`src/sv/rmq_pkg.sv`:
```
`timescale 1ns / 1ps
package rmq_pkg;

  localparam int IN_W  = 16;
  localparam int DIF_W = IN_W + 1;
  localparam int N_IN  = 10;
  localparam int N_Q   = 4;

  // which component comes from the root; the others come from the three divider lanes
  typedef enum logic [1:0] {
    SEL_X,
    SEL_Y,
    SEL_Z,
    SEL_TRACE
  } sel_t;

  // side data that rides along the square root cells
  typedef struct packed {
    logic [2:0][DIF_W-1:0] dif;
    sel_t                  sel;
    logic                  bad;
  } side_t;

  // side data that rides along the divider cells
  typedef struct packed {
    logic [2:0] neg;
    sel_t       sel;
    logic       bad;
  } dside_t;

endpackage

```
`src/sv/rmq_sqrt_cell.sv`:
```
`timescale 1ns / 1ps
// One root bit per cell: brings down two radicand bits, tries (root << 2) | 1.
module rmq_sqrt_cell import rmq_pkg::*; #(
  parameter int RTW = 17,
  parameter int SW  = 34
) (
  input  logic           clk,
  input  logic           rst_n,
  input  logic           en,
  input  logic           i_vld,
  input  logic [RTW-1:0] i_root,
  input  logic [RTW+2:0] i_rem,
  input  logic [SW-1:0]  i_val,
  input  side_t          i_side,
  output logic           o_vld,
  output logic [RTW-1:0] o_root,
  output logic [RTW+2:0] o_rem,
  output logic [SW-1:0]  o_val,
  output side_t          o_side
);

  logic [RTW+2:0] rem_sh;
  logic [RTW+2:0] trial;
  logic           ge;
  logic           vld_r;
  logic [RTW-1:0] root_r, root_nxt;
  logic [RTW+2:0] rem_r, rem_nxt;
  logic [SW-1:0]  val_r;
  side_t          side_r;

  always_comb begin
    rem_sh   = {i_rem[RTW:0], i_val[SW-1:SW-2]};
    trial    = {1'b0, i_root, 2'b01};
    ge       = (rem_sh >= trial);
    root_nxt = {i_root[RTW-2:0], ge};
    rem_nxt  = ge ? (rem_sh - trial) : rem_sh;
  end

  always_ff @(posedge clk) begin
    if (!rst_n) begin
      vld_r <= 1'b0;
    end else if (en) begin
      vld_r <= i_vld;
    end
    if (en) begin
      root_r <= root_nxt;
      rem_r  <= rem_nxt;
      val_r  <= {i_val[SW-3:0], 2'b00};
      side_r <= i_side;
    end
  end

  assign o_vld  = vld_r;
  assign o_root = root_r;
  assign o_rem  = rem_r;
  assign o_val  = val_r;
  assign o_side = side_r;

endmodule

```
`config.mk`:
```
export PLATFORM = sky130hd
export DESIGN_NAME = rmq_sqrt_cell
export DESIGN_NICKNAME = d
export VERILOG_FILES = /design/src/sv/rmq_pkg.sv /design/src/sv/rmq_sqrt_cell.sv
export SDC_FILE = /design/constraint.sdc
export NUM_CORES = 1
export LEC_CHECK = 0
export BUFFER_PORTS_ARGS = -buffer_cell sky130_fd_sc_hd__buf_2
export CAP_MARGIN = 20
export CORE_MARGIN = 4
export CORE_UTILIZATION = 41
export CTS_CLUSTER_DIAMETER = 150
export CTS_CLUSTER_SIZE = 30
export DETAILED_ROUTE_END_ITERATION = 12
export PLACE_DENSITY = 0.76
export RECOVER_POWER = 25
export SLEW_MARGIN = 20
export SYNTH_ARGS = -nofsm -noshare
export SYNTH_HDL_FRONTEND = slang
export SYNTH_SLANG_ARGS = --single-unit
```
`constraint.sdc`:
```
create_clock -name clk -period 2.8 [get_ports clk]
set_clock_uncertainty 0.2 [all_clocks]
set_input_delay 0.56 -clock clk [delete_from_list [all_inputs] [get_ports clk]]
set_output_delay 0.56 -clock clk [all_outputs]
set_load 0.05 [all_outputs]
```
# After elaboration in Yosys (flattened, before gate mapping)
# Index checks and enable logic that the tools add are counted.
# totals
regBits,124
latch_bits,0
mem_bits_rw,0
rom_bits,0
inputBits,129
out_inout_bits,126
memories,0
# classes
n_addsub,1
multipliers,0
div_mod_pow,0
magnitude_cmp,1
eq_ne,0
shifts,0
muxes,1
bitwise,0
reduce_logical,0
# op_table
cell,count
$ge 20x19->1,1
$mux 20,1
$sub 20x19->20,1

# Depth between registers and ports, before layout
# Gate-level depths: netlist of run 1.
# depth
depth_word,2
mapped_depth,11
ltp_nobuf,9

# Worst setup path after synthesis of run 1
# No wires, ideal clock.
# synth_path
path_kind,input -> register
from,input port i_root[10]
to,"register rem_r[10] (netlist: o_rem[10]), data pin"
arrival_ps,2544
setup_slack_ps,-204
stages,10
path_cell_list,inv_1 > ha_1 > clkbuf_2 > and4_1 > nand4_1 > o31a_1 > a21o_1 > a31oi_4 > buf_12 > mux2_4
# synth_between
elab_chain_len,2
# synth_rtl
item,line,source
"start, declared",rmq_sqrt_cell.sv:11,"input logic [RTW-1:0] i_root,"
$ge 20x19->1,rmq_sqrt_cell.sv:34,ge = (rem_sh >= trial);
$mux 20,rmq_sqrt_cell.sv:36,rem_nxt = ge ? (rem_sh - trial) : rem_sh;
via rem_nxt[10],rmq_sqrt_cell.sv:27,"logic [RTW+2:0] rem_r, rem_nxt;"
"end signal, assigned",rmq_sqrt_cell.sv:47,rem_r <= rem_nxt;
"end, declared",rmq_sqrt_cell.sv:27,
# The timed path passes the listed nets, and every way through them passes these cells.
# A chain may end at the register's enable or synchronous reset.

# Final worst setup path of run 1
# layout_path
from,input port i_root[2]
to,"register rem_r[14] (netlist: o_rem[14]), data pin"
# layout_between
elab_chain_len,2
elab_cells_between_ends,3
# layout_rtl
item,line
$sub 20x19->20 or $ge 20x19->1 (tied branches),"rmq_sqrt_cell.sv:36, rmq_sqrt_cell.sv:34"
$mux 20 *,rmq_sqrt_cell.sv:36
via rem_nxt[14],rmq_sqrt_cell.sv:27
# The timed path passes the listed nets; every way through them passes the cells marked *.

==> impl_results.md, run 1 <==
* First-pass GRT wire length at 20,900 µm
* DRT iter0 DRCs at 255
* Tmin final at 2.67 ns
* Antenna cells at 0
* H-Tree Depth at 4
* RR Startpoint: o_vld$_SDFFE_PN0P_
* CP endpoint: o_rem[14]$_DFFE_PP_
* Fillers at 958
* Pre-Repair DR Iteration Count at 4
* CP Capture Type: register
* Leakage power at 0.00339 µW
* Multi-input logic area at 1320 µm²
* Total GRT Usage at 0.190
* Reg area at 3710 µm²
* Post-synth top area share at 0.718
* Hold Fails Final Rpt at 0
* Max-slew violation count at 0
* Seq/Total Area, Yosys at 0.722
* M3 GR Usage at 0.0815
* Most common library cells after synthesis: edfxtp_1, inv_1, ha_1, a21oi_1, nand2_1
* Final ANT Viol Nets at 0
* TritonCTS clock tree: built
* RSZ-0062 raised after global routing: false
* Final nets at 771
* CP required at 2.76 ns
* Largest net degree at the start of global routing at 59
* Synthesis Warnings at 0
* Die Y-Extent at 120 µm
* Worst reg2reg path endpoint: o_vld$_SDFFE_PN0P_
* WL final at 13,800 µm
* Flops & latches, synth at 124
* Critical path origin: i_root[2]
* Startpoint Class: input port
* Grt peak-use layer: met2
* Clock root buffer: clkbuf_16
* Core area at 12,200 µm²
* Most used DFF post-synth: edfxtp_1
* FMAX at 374 MHz
* R2R depth at 2
* Met2 usage at 0.353
* GP Congestion at 0.853
* Critical path class: in -> reg
* TritonCTS Sinks at 124
* Die width at 120 µm
* Setup violators final at 0
* Hold Crit Class: in -> reg
* Resized cells post-CTS at 0
* Drc violations at 0
* Worst EP arrival at 2.63 ns
* CTS hold repair buffers at 0
* Num CTS Buffers at 17
* Synth cell types at 41
* CTS clock-pin slew for the worst setup and hold paths at 0.06 ns
* Synth top area cells: edfxtp_1, ha_1, mux2_4, xnor2_1, inv_1
* Top-count cell post-synth: edfxtp_1
* Post-Syn Instances at 316
* I/O Pins at 255
* Buffers on Ports at 250
* Crit-path max FO at 5
* Vias in the first global route at 3,998
* Min Hold Slack at 0.125 ns
* Grt met1 use at 0.191
* Crit share post-route at 0.955
* Syn Area/Cell at 16.3 µm²
* Initial antenna violation count at 1
* DP Cell Count at 772
* Largest area contributor in the netlist: edfxtp_1
* Max_cap viols at 0
* Skew-Pair Late Insertion Delay at 0.40 ns
* Total gr overflow at 0
* Peak VDD IR at 0.312 mV
* Via density at 4.78
* Syn Std Cell Area at 5140 µm²
* Die area at 14,400 µm²
* Post-synth EDFFs at 123
* Pwr per Cell Area at 805 nW/µm²
* Share of cells above drive strength 1 at 0.551
* Flop2flop setup slack at 2.01 ns
* Outcome: complete, no violations
* Area delta synth->final at 48.2%
* DP HPWL at 10,900 µm
* Layout Cells excl Fill at 803
* Site Rows at 40
* Maximum clock insertion buffer count at 2
* Via count at 3,835
* Post-CTS setup buffer count at 0
* Initial core utilization at 0.423
* Synth async-reset ratio at 0
* Wire per inst at 17.2 µm
-- worst max-delay path, cell delays in order --
cell      delay [ns]
clkbuf_1        0.10
inv_1           0.05
ha_1            0.36
and2_1          0.16
nand4_1         0.12
o31a_1          0.33
a21o_1          0.21
a31oi_4         0.21
buf_4           0.22
mux2_4          0.30
-- flip-flops by register name, summed over array words and instances, names as in the netlist --
signal and cells:
o_rem 20, o_val 32, o_root 17, o_vld 1, o_side 54
-- worst min-delay path by stage --
stage | cells after the start | from | to | slack (ns)
6_report | 1 | i_side[24] | o_side[24]$_DFFE_PP_ | 0.12
3_3_place_gp | 2 | o_vld$_SDFFE_PN0P_ | o_vld$_SDFFE_PN0P_ | 0.29
4_1_cts | 1 | i_side[24] | o_side[24]$_DFFE_PP_ | 0.10
2_1_floorplan | 0 | i_root[9] | o_root[10]$_DFFE_PP_ | 0.46
3_5_place_dp | 2 | o_vld$_SDFFE_PN0P_ | o_vld$_SDFFE_PN0P_ | 0.32
5_1_grt | 1 | i_side[37] | o_side[37]$_DFFE_PP_ | 0.1
-- kinds of logic (layout without fill, tap and decap cells) --
kind of cell | Yosys count | count (layout) | synth area share
flops | 124 | 124 | 0.722
compound gates | 58 | 58 | 0.0776
simple gates | 48 | 48 | 0.0440
buf+inv | 33 | 351 | 0.0350
fa+ha+maj | 19 | 19 | 0.0462
xor+xnor | 17 | 17 | 0.0304
mux | 16 | 16 | 0.0443
other cells | 1 | 2 | 0.000729
-- cell type report --
| class | instances | area share |
|---|---|---|
| flip-flops and latches | 124 | 0.487 |
| inverters | 25 | 0.0133 |
| clock inverters | 13 | 0.0315 |
| repair buffers | 295 | 0.211 |
| clock buffers | 18 | 0.0563 |
| multi-input cells | 160 | 0.173 |
| well taps | 168 | 0.0276 |
-- through the flow --
step / worst slack, ns / area, µm² / util / TNS [ns] / total power (µW)
global route: 0.00130 / 7630 / 0.627 / 0 / 6380
finish: 0.127 / 7630 / 0.627 / 0 / 6140
CTS: 0.125 / 7620 / 0.627 / 0 / 6200
detailed placement: -0.288 / 6950 / 0.572 / -4.72 / 3730
floorplan: -0.0869 / 5220 / - / -1.09 / 3300
global placement: -0.237 / 6950 / 0.572 / -3.57 / 3710
-- power breakdown --
group / total [µW] / internal [µW] / leakage [µW] / switching (µW)
Sequential: 2290 / 2250 / 0.00121 / 38.9
Clock: 2450 / 1670 / 0.000321 / 773
Combinational: 1410 / 439 / 0.00186 / 967
Total: 6140 / 4360 / 0.00339 / 1780
-- metal layers --
| metal | up-vias | wire, µm |
|---|---|---|
| met1 | 1806 | 4750 |
| li1 | 1812 | - |
| met3 | 22 | 1350 |
| met4 | 2 | 244 |
| met2 | 193 | 7460 |
| met5 | - | 13 |
-- placed cells by master, fill, tap and decap left out, types with 2 or more instances in the layout --
| cell type | count |
|---|---|
| a211oi_1 | 6 |
| a21o_1 | 2 |
| a21oi_1 | 14 |
| a21oi_2 | 2 |
| a31oi_1 | 2 |
| buf_12 | 2 |
| buf_2 | 246 |
| buf_4 | 44 |
| bufinv_16 | 6 |
| clkbuf_1 | 4 |
| clkbuf_16 | 17 |
| clkinv_4 | 5 |
| conb_1 | 2 |
| edfxtp_1 | 123 |
| ha_1 | 15 |
| ha_4 | 4 |
| inv_1 | 24 |
| mux2_2 | 2 |
| mux2_4 | 13 |
| nand2_1 | 14 |
| nand3_1 | 4 |
| nand4_1 | 6 |
| nor2_1 | 13 |
| nor2b_1 | 3 |
| nor3_1 | 4 |
| o211ai_1 | 6 |
| o21a_1 | 4 |
| o21ai_0 | 13 |
| o22ai_2 | 2 |
| xnor2_1 | 11 |
| xor2_1 | 5 |
Power figures use the tool's default switching activity.
==> run 2, diff against run 1 <==
--- a/config.mk
+++ b/config.mk
@@ -12,7 +12,7 @@
 export CTS_CLUSTER_DIAMETER = 150
 export CTS_CLUSTER_SIZE = 30
 export DETAILED_ROUTE_END_ITERATION = 12
-export PLACE_DENSITY = 0.76
+export PLACE_DENSITY_LB_ADDON = 0.2
 export RECOVER_POWER = 25
 export SLEW_MARGIN = 20
 export SYNTH_ARGS = -nofsm -noshare
==> run 2 against run 1 <==
Compared with the run above: wire length fell by 6.0%; global-route usage fell by 1.2 points; register-to-register slack barely moved; maximum frequency fell by 1.4%; critical path type unchanged; sequential power barely moved; final area fell by 0.77%; core utilization fell by 0.48 points.
==> impl_results.md, run 2 (synthesis gave the netlist of run 1 again) <==
* Outcome: complete, no violations
* H-Tree Depth at 4
* Via count at 3,743
* Die Y-Extent at 120 µm
* Post-route design area at 7570 µm²
* Pre-Repair DR Iteration Count at 4
* Via density at 4.65
* Total power draw at 5830 µW
* Max_cap viols at 0
* DP HPWL at 10,300 µm
* Post-CTS setup buffer count at 0
* Leakage power at 0.00337 µW
* CP Capture Type: register
* Core area at 12,200 µm²
* Total gr overflow at 0
* Maximum clock insertion buffer count at 2
* Share of cells above drive strength 1 at 0.548
* CTS clock-pin slew for the worst setup and hold paths at 0.05 ns
* Total GRT Usage at 0.178
* Max-slew violation count at 0
* Largest net degree at the start of global routing at 51
* CP required at 2.75 ns
* Startpoint Class: input port
* Worst EP arrival at 2.67 ns
* Setup violators final at 0
* Max FFs per register at 54
* Initial antenna violation count at 0
* Maximum single-stage delay on the critical path at 0.34 ns
* Peak VDD IR at 0.377 mV
* Site Rows at 40
* Wire per inst at 16.2 µm
* Drc violations at 0
* Hold Fails Final Rpt at 0
* Antenna cells at 0
* TritonCTS clock tree: built
* GP Congestion at 0.853
* Post-DP Area at 6990 µm²
* TritonCTS Sinks at 124
* Area delta synth->final at 47.1%
* Clock root buffer: clkbuf_16
* CTS hold repair buffers at 0
* I/O Pins at 255
* Buffers on Ports at 250
* CP max-delay cell: ha_1
* Vias in the first global route at 3,774
* First-pass GRT wire length at 19,400 µm
* DRT iter0 DRCs at 176
* Critical path class: in -> reg
* Leading cell type in the layout, fill and taps excluded: buf_2
* Die area at 14,400 µm²
* Commonest non-fill, non-tap cells in the layout: buf_2, edfxtp_1, buf_4, inv_1, clkbuf_16
* Resized cells post-CTS at 0
* Pwr per Cell Area at 770 nW/µm²
* Initial core utilization at 0.423
* Hold Crit Class: in -> reg
* Final nets at 772
* WL final at 13,000 µm
* Min Hold Slack at 0.120 ns
* Crit-path max FO at 4
* Critical-path cell list: buf_2 -> inv_1 -> ha_1 -> a21oi_1 -> o211ai_1 -> a31oi_1 -> buf_4 -> o21bai_1 -> a211oi_1 -> xnor2_1 -> mux2_4
* Final core occ at 0.622
* Tmin final at 2.71 ns
* Num CTS Buffers at 17
* RSZ-0062 raised after global routing: false
* Crit share post-route at 0.968
* Die width at 120 µm
* Skew-Pair Late Insertion Delay at 0.41 ns
* Final ANT Viol Nets at 0
* FMAX at 369 MHz
run 2: path summary, 6_finish.rpt:
kind	startpoint	cells after the start	endpoint	slack, ns
hold reg to reg	o_vld$_SDFFE_PN0P_	2	o_vld$_SDFFE_PN0P_	0.33
setup reg to reg	o_vld$_SDFFE_PN0P_	2	o_vld$_SDFFE_PN0P_	2.00
setup / recovery	i_root[2]	11	o_rem[15]$_DFFE_PP_	0.09
hold / removal	i_val[5]	1	o_val[7]$_DFFE_PP_	0.12
run 2: critical path, delay by kind of cell:
kind                     cells  cell delay [ns]
XOR/XNOR                     1             0.11
multiplexers                 1             0.26
buffers and inverters        3             0.28
AO/OA/AOI/OAI                5             1.12
adder cells (fa/ha/maj)      1             0.34
run 2: final cells by class:
type                       instances  area (µm²)
inverter                          25         101
multi-input combinational        160        1310
fill                             986        4590
tap                              168         210
clock inverter                    13         150
timing repair buffer             296        1650
clock buffer                      19         433
sequential                       124        3710
run 2: metal layers:
metal,global-route usage,share of wire
met4,0.0702,0.013
met3,0.0787,0.098
met2,0.312,0.52
met5,0,0
met1,0.188,0.37
run 2: power by group:
group	total, µW	leakage, µW	switching (µW)	internal [µW]
sequential	2280	0.00121	36.2	2250
combinational	1400	0.00188	959	445
clock	2140	0.000282	754	1390
total	5830	0.00337	1750	4080
run 2: through the flow:
stage	TNS, ns	setup WS, ns	std cells
global placement	-3.80	-0.237	773
floorplan	-1.09	-0.0869	317
global route	0	0.0113	805
finish	0	0.0885	805
detailed placement	-4.62	-0.325	773
CTS	0	0.106	805
