**config.mk**
```make
export PLATFORM = sky130hd
export DESIGN_NAME = rmq_div_cell
export DESIGN_NICKNAME = d
export VERILOG_FILES = /design/src/sv/rmq_pkg.sv /design/src/sv/rmq_div_cell.sv
export SDC_FILE = /design/constraint.sdc
export NUM_CORES = 1
export LEC_CHECK = 0
export ABC_CLOCK_PERIOD_IN_PS = 5500
export BUFFER_PORTS_ARGS = -buffer_cell sky130_fd_sc_hd__buf_4
export CAP_MARGIN = 25
export CORE_AREA = 2 2 222 224
export DETAILED_ROUTE_END_ITERATION = 7
export DIE_AREA = 0 0 224 226
export PLACE_DENSITY = 0.57
export SETUP_SLACK_MARGIN = 0.5
export SLEW_MARGIN = 10
export SYNTH_ARGS = -nofsm -noshare
export SYNTH_HDL_FRONTEND = slang
export SYNTH_SLANG_ARGS = --single-unit
```
**constraint.sdc**
```tcl
create_clock -name clk -period 5.5 [get_ports clk]
set_input_delay 0.825 -clock clk [delete_from_list [all_inputs] [get_ports clk]]
set_output_delay 0.825 -clock clk [all_outputs]
set_load 0.02 [all_outputs]
```
**src/sv/rmq_pkg.sv**
```systemverilog
`timescale 1ns / 1ps
package rmq_pkg;

  localparam int IN_W  = 16;
  localparam int DIF_W = IN_W + 1;
  localparam int N_IN  = 10;
  localparam int N_Q   = 4;

  // which component comes from the root; the others come from the three divider lanes
  typedef enum logic [1:0] {
    SEL_X,
    SEL_Y,
    SEL_Z,
    SEL_TRACE
  } sel_t;

  // side data that rides along the square root cells
  typedef struct packed {
    logic [2:0][DIF_W-1:0] dif;
    sel_t                  sel;
    logic                  bad;
  } side_t;

  // side data that rides along the divider cells
  typedef struct packed {
    logic [2:0] neg;
    sel_t       sel;
    logic       bad;
  } dside_t;

endpackage

```
**src/sv/rmq_div_cell.sv**
```systemverilog
`timescale 1ns / 1ps
// One quotient bit per cell for three restoring divider lanes sharing one divisor.
module rmq_div_cell import rmq_pkg::*; #(
  parameter int NW = 31,
  parameter int DW = 18,
  parameter int PW = 16
) (
  input  logic                 clk,
  input  logic                 rst_n,
  input  logic                 en,
  input  logic                 i_vld,
  input  logic [2:0][NW-1:0]   i_num,
  input  logic [2:0][DW-1:0]   i_rem,
  input  logic [2:0][NW-1:0]   i_q,
  input  logic [DW-1:0]        i_d,
  input  logic [PW-1:0]        i_piv,
  input  dside_t               i_ds,
  output logic                 o_vld,
  output logic [2:0][NW-1:0]   o_num,
  output logic [2:0][DW-1:0]   o_rem,
  output logic [2:0][NW-1:0]   o_q,
  output logic [DW-1:0]        o_d,
  output logic [PW-1:0]        o_piv,
  output dside_t               o_ds
);

  logic [2:0][DW:0]   rem_sh;
  logic [2:0]         ge;
  logic [2:0][DW-1:0] rem_nxt;
  logic [2:0][NW-1:0] q_nxt;
  logic               vld_r;
  logic [2:0][NW-1:0] num_r;
  logic [2:0][DW-1:0] rem_r;
  logic [2:0][NW-1:0] q_r;
  logic [DW-1:0]      d_r;
  logic [PW-1:0]      piv_r;
  dside_t             ds_r;

  always_comb begin
    for (int l = 0; l < 3; l++) begin
      rem_sh[l]  = {i_rem[l], i_num[l][NW-1]};
      ge[l]      = (rem_sh[l] >= {1'b0, i_d});
      rem_nxt[l] = ge[l] ? DW'(rem_sh[l] - {1'b0, i_d}) : rem_sh[l][DW-1:0];
      q_nxt[l]   = {i_q[l][NW-2:0], ge[l]};
    end
  end

  always_ff @(posedge clk) begin
    if (!rst_n) begin
      vld_r <= 1'b0;
    end else if (en) begin
      vld_r <= i_vld;
    end
    if (en) begin
      for (int l = 0; l < 3; l++) begin
        num_r[l] <= {i_num[l][NW-2:0], 1'b0};
      end
      rem_r <= rem_nxt;
      q_r   <= q_nxt;
      d_r   <= i_d;
      piv_r <= i_piv;
      ds_r  <= i_ds;
    end
  end

  assign o_vld = vld_r;
  assign o_num = num_r;
  assign o_rem = rem_r;
  assign o_q   = q_r;
  assign o_d   = d_r;
  assign o_piv = piv_r;
  assign o_ds  = ds_r;

endmodule

```
== Word level (Yosys, flattened, before mapping) ==
Index checks and enable logic that the tools add are counted.

* Word-level logic and storage cells: 24
* Flip-flop bits (word level): 278
* Input port bits: 284
* Output and inout port bits: 281

* Order comparisons: 3
* Muxes and demuxes: 3
* Add/subtract/negate cells: 3

{| class="wikitable"
|+ Operators by type and width
! kind !! number
|-
| $ge 19x18->1 || 3
|-
| $mux 18 || 3
|-
| $sub 18x18->18 || 3
|}

== Logic depth before layout (Yosys ltp) ==
Gate-level depths: netlist of run 1.

* Depth after elaboration: 2
* Depth in mapped cells: 11
* Gate-level depth less buffers: 10

== Worst setup path before layout of run 1 ==
No wires, ideal clock.

* Path type: input -> register
* Start: input port i_d[5]
* End: register rem_r (netlist bit o_rem[47]) (data pin)
* Stages on the path: 10
* Setup slack: 2.448 ns
* Setup time: 0.260 ns
* Arrival: 2.792 ns
* Path through: inv_1 ha_1 a21o_1 a221o_1 o21bai_2 a31o_4 and2_4 buf_12 buf_12 mux2_4

{| class="wikitable"
|+ RTL lines
! what !! RTL line !! text
|-
| start: declaration || rmq_div_cell.sv:15 || <nowiki>input logic [DW-1:0] i_d,</nowiki>
|-
| end signal: assignment || rmq_div_cell.sv:58 || <nowiki>rem_r <= rem_nxt;</nowiki>
|-
| end: declaration || rmq_div_cell.sv:33 || <nowiki>logic [2:0][DW-1:0] rem_r;</nowiki>
|}

==> flow_metrics.py, run 1 <==
metrics = {
    "setup_path": {
        "crit_start": "i_d[4]",
        "critPathMaxFanout": 18,
        "crit_type": "input pin to flip-flop",
        "cp.depth": 9,
        "endpoint": "o_rem[23]",
        "critPathLaunchType": "input pin",
        "required_ps": 5770,
        "r2r_cells": 2,
        "crit_buf_inv": 2,
        "cpPeakStageDelay_ps": 880,
        "r2r_setup_slack_ps": 4890,
        "regToRegStartpoint": "o_vld",
        "cp.arrival_ps": 3800,
        "cp_cell_sequence": "buf_4, inv_1, ha_1, a21oi_1, o22ai_1, o211a_1, o21ai_1, and2_1, mux2_2",
        "slowest_stage": "and2_1",
        "critPathTopFamily": "compound AO/OA/AOI/OAI gates",
        "crit_path_end_kind": "flip-flop",
        "reg2reg_to": "o_vld",
    },
    "logic_synthesis": {
        "yosys_warnings": 0,
        "yosysMostFrequentCell": "edfxtp_1",
        "yosys.cell_types.count": 65,
        "synth_edf_count": 277,
        "synth-seq-cells": 278,
        "ys_top_cells_by_count": "edfxtp_1, ha_1, a21oi_1",
        "synth_top_cell_area_share_pct": 69.1,
        "yosysTopAreaCell": "edfxtp_1",
        "ys_async_sr_fraction_pct": 0,
        "synth-main-ff-cell": "edfxtp_1",
        "synthCells": 775,
        "syn-cell-area_sq_mm": 0.0120,
        "ys_seq_area_share_pct": 69.3,
        "synthTopCellsByArea": "edfxtp_1, ha_1, mux2_2, a21oi_1, xor2_1",
        "syn_area_per_cell_sq_um": 15.5,
    },
    "detailed_routing": {
        "firstDrtPassIters": 4,
        "drt_iter0_drc": 469,
        "route.vias.total": 9228,
        "postRouteAntennaNets": 0,
        "wl_mm": 51.5,
        "drc": 0,
        "wl_per_cell_microns": 25.6,
        "via_per_inst": 4.59,
    },
    "cts": {
        "clock_sinks": 278,
        "cts_root_buf": "clkbuf_16",
        "ctsResizeCount": 0,
        "cts_tree": "built",
        "cts_buffer_depth": 3,
        "cts_setup_buffers": 0,
        "clk_pin_slew_ps": 60,
        "cts_hold_buf": 0,
        "htreeDepth": 2,
        "clkLatencyLatePin_ps": 530,
        "cts_buffers": 36,
    },
    "placement": {
        "pre_cts_slack_ps": 1440,
        "place_hpwl_mm": 41.2,
        "place.gp.congestion": 0.887,
        "io_buffers": 558,
    },
    "sta": {
        "fin_skew_ps": 0,
        "timing.final.crit_share_pct": 64.2,
        "relSlewSlack_pct": 30.2,
        "worst_pin_slew_ps": 1050,
        "setup_viol": 0,
        "rsz0062_at_grt": "false",
        "min_period_ps": 3530,
        "fin_setup_tns_ps": 0,
        "final_hold_viol_count": 0,
        "max_freq_mhz": 283,
        "worst_slack_ps": 1970,
        "drv_slew": 0,
    },
    "layout": {
        "nNetsFinal": 1700,
        "drive_above_1_share_pct": 48.4,
        "area_growth_pct": 49.8,
    },
    "floorplan": {
        "row_count": 81,
        "die_h_microns": 226,
        "core_area_sq_mm": 0.0483,
        "die_area_sq_mm": 0.0506,
        "die_w_microns": 224,
        "ios": 565,
        "start_util_pct": 24.9,
    },
    "grt": {
        "grt_usage_pct": 19.4,
        "grt_pass1_wl_mm": 68.8,
        "antenna_found_initial": 13,
        "grt_pass1_vias": 9173,
        "grt_max_degree": 107,
        "overflow": 0,
    },
    "status": {
        "status": "complete, no violations",
    },
    "pwr": {
        "seqPwrFrac_pct": 42.7,
        "ir_worst_vdd_mv": 0.181,
        "p_sw_w": 0.00175,
        "p_per_area_mw_per_mm2": 343,
        "p_leak_nw": 7.64,
        "pwr-share-comb_pct": 21.1,
        "intPower_w": 0.00443,
        "switching_share_pct": 28.4,
        "p_clk_share_pct": 36.2,
    },
    "run": {
        "cap_violations": 0,
    },
    "min_path": {
        "min_path_type": "input pin to flip-flop",
    },
}
## sequential cells by signal (all words and copies together), names as in the netlist
name / count
o_vld: 1
o_ds: 6
o_rem: 54
o_q: 93
o_d: 18
o_num: 90
o_piv: 16
## power by group through the flow
stage	Combinational, W	Clock, W	Sequential (W)
finish	0.00131	0.00224	0.00264
global route	0.00139	0.00238	0.00266
CTS	0.00133	0.00231	0.00264
detailed placement	0.00132	0	0.00268
global placement	0.00131	0	0.00268
floorplan	0.000383	0	0.00293
## routing by layer
metal  track usage [%]  up-vias  part of all wire [%]
li1                  -     4184                     -
met1              21.1     4566                    37
met2              34.2      380                    51
met3              7.64       82                   9.1
met4              6.90       16                   3.2
met5                 0        -                  0.19
## cell families after synthesis
logic type	share of synthesized area (%)
and+or+nand+nor	6.22
other	0.0312
xor gates and xnor gates	2.62
AOI/OAI and AO/OA	9.02
muxes	4.38
adders and majority gates	6.11
buffers and inverters	2.33
DFF	69.3
## area by class of cell
cell class	instances	area (sq um)
multi-input cells	444	3420
diodes	3	7.51
clock inverters	18	145
inverters	37	139
flip-flops and latches	278	8340
repair buffers	562	4240
clock buffers	46	958
well taps	622	778
fillers	4648	30300
## layout by cell type (no fill, tap or decap), types with 4 or more instances in the layout
master	synthesis	routed
a21oi_1	40	40
buf_4	3	560
a31oi_1	7	7
nand4_1	10	10
and2_1	4	4
mux2i_1	5	5
clkbuf_16	0	36
xor2_1	20	20
a211oi_1	7	7
mux2_2	33	33
nand3b_1	5	5
inv_1	37	37
nor2_1	30	30
clkinv_2	0	6
xnor2_1	16	16
a21o_1	19	19
o21ai_0	21	21
nand2b_1	6	6
clkbuf_1	4	8
o211ai_1	8	8
o21a_1	11	11
nor3_1	9	9
o21bai_1	4	4
ha_1	54	54
o31ai_1	9	9
nand2_1	36	36
nand3_1	23	23
mux2_4	7	7
edfxtp_1	277	277
## worst min path at each step
stage               slack (ps)       from        end  cells past startpoint
finish                     460  i_num[69]  o_num[70]                      1
global route               420  i_num[83]  o_num[84]                      1
CTS                        410  i_num[69]  o_num[70]                      1
detailed placement         540      o_vld      o_vld                      2
global placement           510      o_vld      o_vld                      2
floorplan                  590      o_vld      o_vld                      2
## through the flow
| stage | cells | power [W] | hold slack, ps | instance area [sq um] | util [%] |
|---|---|---|---|---|---|
| after detailed placement | 1943 | 0.00400 | 539 | 16900 | 35.0 |
| after global routing | 2007 | 0.00643 | 419 | 18000 | 37.3 |
| after CTS | 2007 | 0.00628 | 414 | 18000 | 37.3 |
| final | 2010 | 0.00618 | 458 | 18000 | 37.3 |
| after floorplan | 777 | 0.00331 | 589 | 12000 | - |
| after global placement | 1943 | 0.00399 | 508 | 16900 | 35.0 |
Note: power is estimated with default switching activity, not from simulation.
==> run 2, diff against run 1 <==
Settings changed: ABC_CLOCK_PERIOD_IN_PS 5500 to 3400.
Clock period 5.5 ns to 3.4 ns, I/O delays scaled along.
==> flow_metrics.py, run 2 (synthesized netlist as in run 1, its figures left out) <==
metrics = {
    "layout": {
        "largest_reg_flops": 93,
        "fillers": 4681,
        "nNetsFinal": 1718,
        "final_util_pct": 37.6,
        "drive_above_1_share_pct": 48.9,
        "seqCellArea_sq_mm": 0.00834,
        "area_growth_pct": 51.2,
        "final_cell_mix": "buf_4, edfxtp_1, ha_1",
        "layout_commonest_cell": "buf_4",
        "multi_input_area_sq_mm": 0.00342,
    },
    "grt": {
        "grt_usage_pct": 19.4,
        "use_met3_pct": 8.76,
        "use_met1_pct": 20.0,
        "overflow": 0,
        "gr-max-usage-layer": "met2",
        "grt_pass1_wl_mm": 68.6,
        "use_met2_pct": 35.1,
        "grt_max_degree": 64,
        "grt_pass1_vias": 9380,
        "antenna_found_initial": 17,
    },
    "cts": {
        "cts_setup_buffers": 0,
        "cts_root_buf": "clkbuf_16",
        "clkLatencyLatePin_ps": 540,
        "cts_buffer_depth": 3,
        "htreeDepth": 2,
        "cts_hold_buf": 0,
        "ctsResizeCount": 0,
        "cts_tree": "built",
        "clk_pin_slew_ps": 60,
        "cts_buffers": 34,
        "clock_sinks": 278,
    },
    "floorplan": {
        "die_h_microns": 226,
        "die_area_sq_mm": 0.0506,
        "core_area_sq_mm": 0.0483,
        "ios": 565,
        "start_util_pct": 24.9,
        "row_count": 81,
        "die_w_microns": 224,
    },
    "setup_path": {
        "critPathLaunchType": "input pin",
        "r2r_setup_slack_ps": 2810,
        "crit_path_end_kind": "flip-flop",
        "critPathMaxFanout": 19,
        "regToRegStartpoint": "o_vld",
        "reg2reg_to": "o_vld",
        "crit_type": "input pin to flip-flop",
        "cp.arrival_ps": 3020,
        "r2r_cells": 2,
        "required_ps": 3680,
    },
    "min_path": {
        "min_path_type": "input pin to flip-flop",
        "hold_depth": 1,
        "min_to": "o_q[16]",
        "hp-start": "i_q[15]",
    },
    "detailed_routing": {
        "drc": 0,
        "wl_per_cell_microns": 25.4,
        "via_per_inst": 4.57,
        "route.vias.total": 9247,
        "drt_iter0_drc": 383,
        "postRouteAntennaNets": 0,
        "wl_mm": 51.4,
        "firstDrtPassIters": 5,
    },
    "sta": {
        "rsz0062_at_grt": "false",
        "fin_setup_tns_ps": 0,
        "worst_pin_slew_ps": 696,
        "final_hold_viol_count": 0,
        "min_period_ps": 2730,
        "relSlewSlack_pct": 53.1,
        "timing.final.crit_share_pct": 80.4,
        "drv_slew": 0,
        "max_freq_mhz": 366,
        "fin_skew_ps": 0,
        "setup_viol": 0,
    },
    "run": {
        "cap_violations": 0,
    },
    "placement": {
        "place.gp.congestion": 0.864,
        "place_hpwl_mm": 41.9,
        "io_buffers": 558,
    },
    "pwr": {
        "intPower_w": 0.00722,
        "p_per_area_mw_per_mm2": 548,
        "switching_share_pct": 27.7,
        "pwr-share-comb_pct": 21.3,
        "p_clk_share_pct": 35.8,
        "p_sw_w": 0.00276,
        "seqPwrFrac_pct": 42.8,
        "ir_worst_vdd_mv": 0.291,
        "p_leak_nw": 7.75,
    },
    "status": {
        "status": "complete, no violations",
    },
}
run 2: cell types whose count changed in the layout (fill, tap and decap cells not counted), sizes merged:
| cell | delta |
|---|---|
| buf | +20 |
| bufinv | +2 |
| clkbuf | -6 |
| clkinv | +3 |
| clkinvlp | -3 |
| inv | -1 |
run 2: per-stage QoR:
step,instance area [sq um],setup WS (ps),total power (W),hold WS [ps],instances
after detailed placement,17100,127,0.00648,513,1963
final,18200,666,0.00998,139,2025
after global placement,17100,172,0.00648,507,1963
after floorplan,12000,663,0.00536,589,777
after CTS,18200,706,0.0101,102,2022
after global routing,18200,565,0.0104,101,2022
run 2: cell type report:
type                            count  area share, %
Tap cell                          622           4.28
Sequential cell                   278           45.8
Multi-Input combinational cell    444           18.8
Antenna cell                        3         0.0412
Clock buffer                       40           4.92
Timing Repair Buffer              582           24.3
Inverter                           37          0.763
Clock inverter                     19           1.06
run 2: worst max-delay path, stage by stage:
cell      delay, ps
buf_4           110
inv_1           200
ha_1            350
o21a_1          270
o211ai_1        160
o21bai_1        200
o211ai_2        210
a21oi_4         580
mux2_2          420
run 2: per-layer routing:
metal | up-vias | wire (microns)
li1 | 4210 | -
met1 | 4563 | 17800
met2 | 377 | 26800
met3 | 73 | 5270
met4 | 24 | 1390
met5 | - | 164
run 2: worst max-delay path by stage:
| stage | start | depth (start not counted) | endpoint | slack [ps] |
|---|---|---|---|---|
| floorplan | i_d[5] | 10 | o_rem[47] | 660 |
| finish | i_d[5] | 9 | o_rem[8] | 670 |
| detailed placement | i_d[5] | 9 | o_rem[2] | 130 |
| global route | i_d[6] | 9 | o_rem[8] | 570 |
| CTS | i_d[5] | 9 | o_rem[10] | 710 |
| global placement | i_d[5] | 9 | o_rem[16] | 170 |
run 2: power groups by stage:
stage	clock network, W	registers [W]	logic [W]
detailed placement	0	0.00434	0.00215
finish	0.00358	0.00427	0.00213
global route	0.00382	0.00430	0.00226
floorplan	0	0.00474	0.000619
CTS	0.00370	0.00428	0.00216
global placement	0	0.00434	0.00213
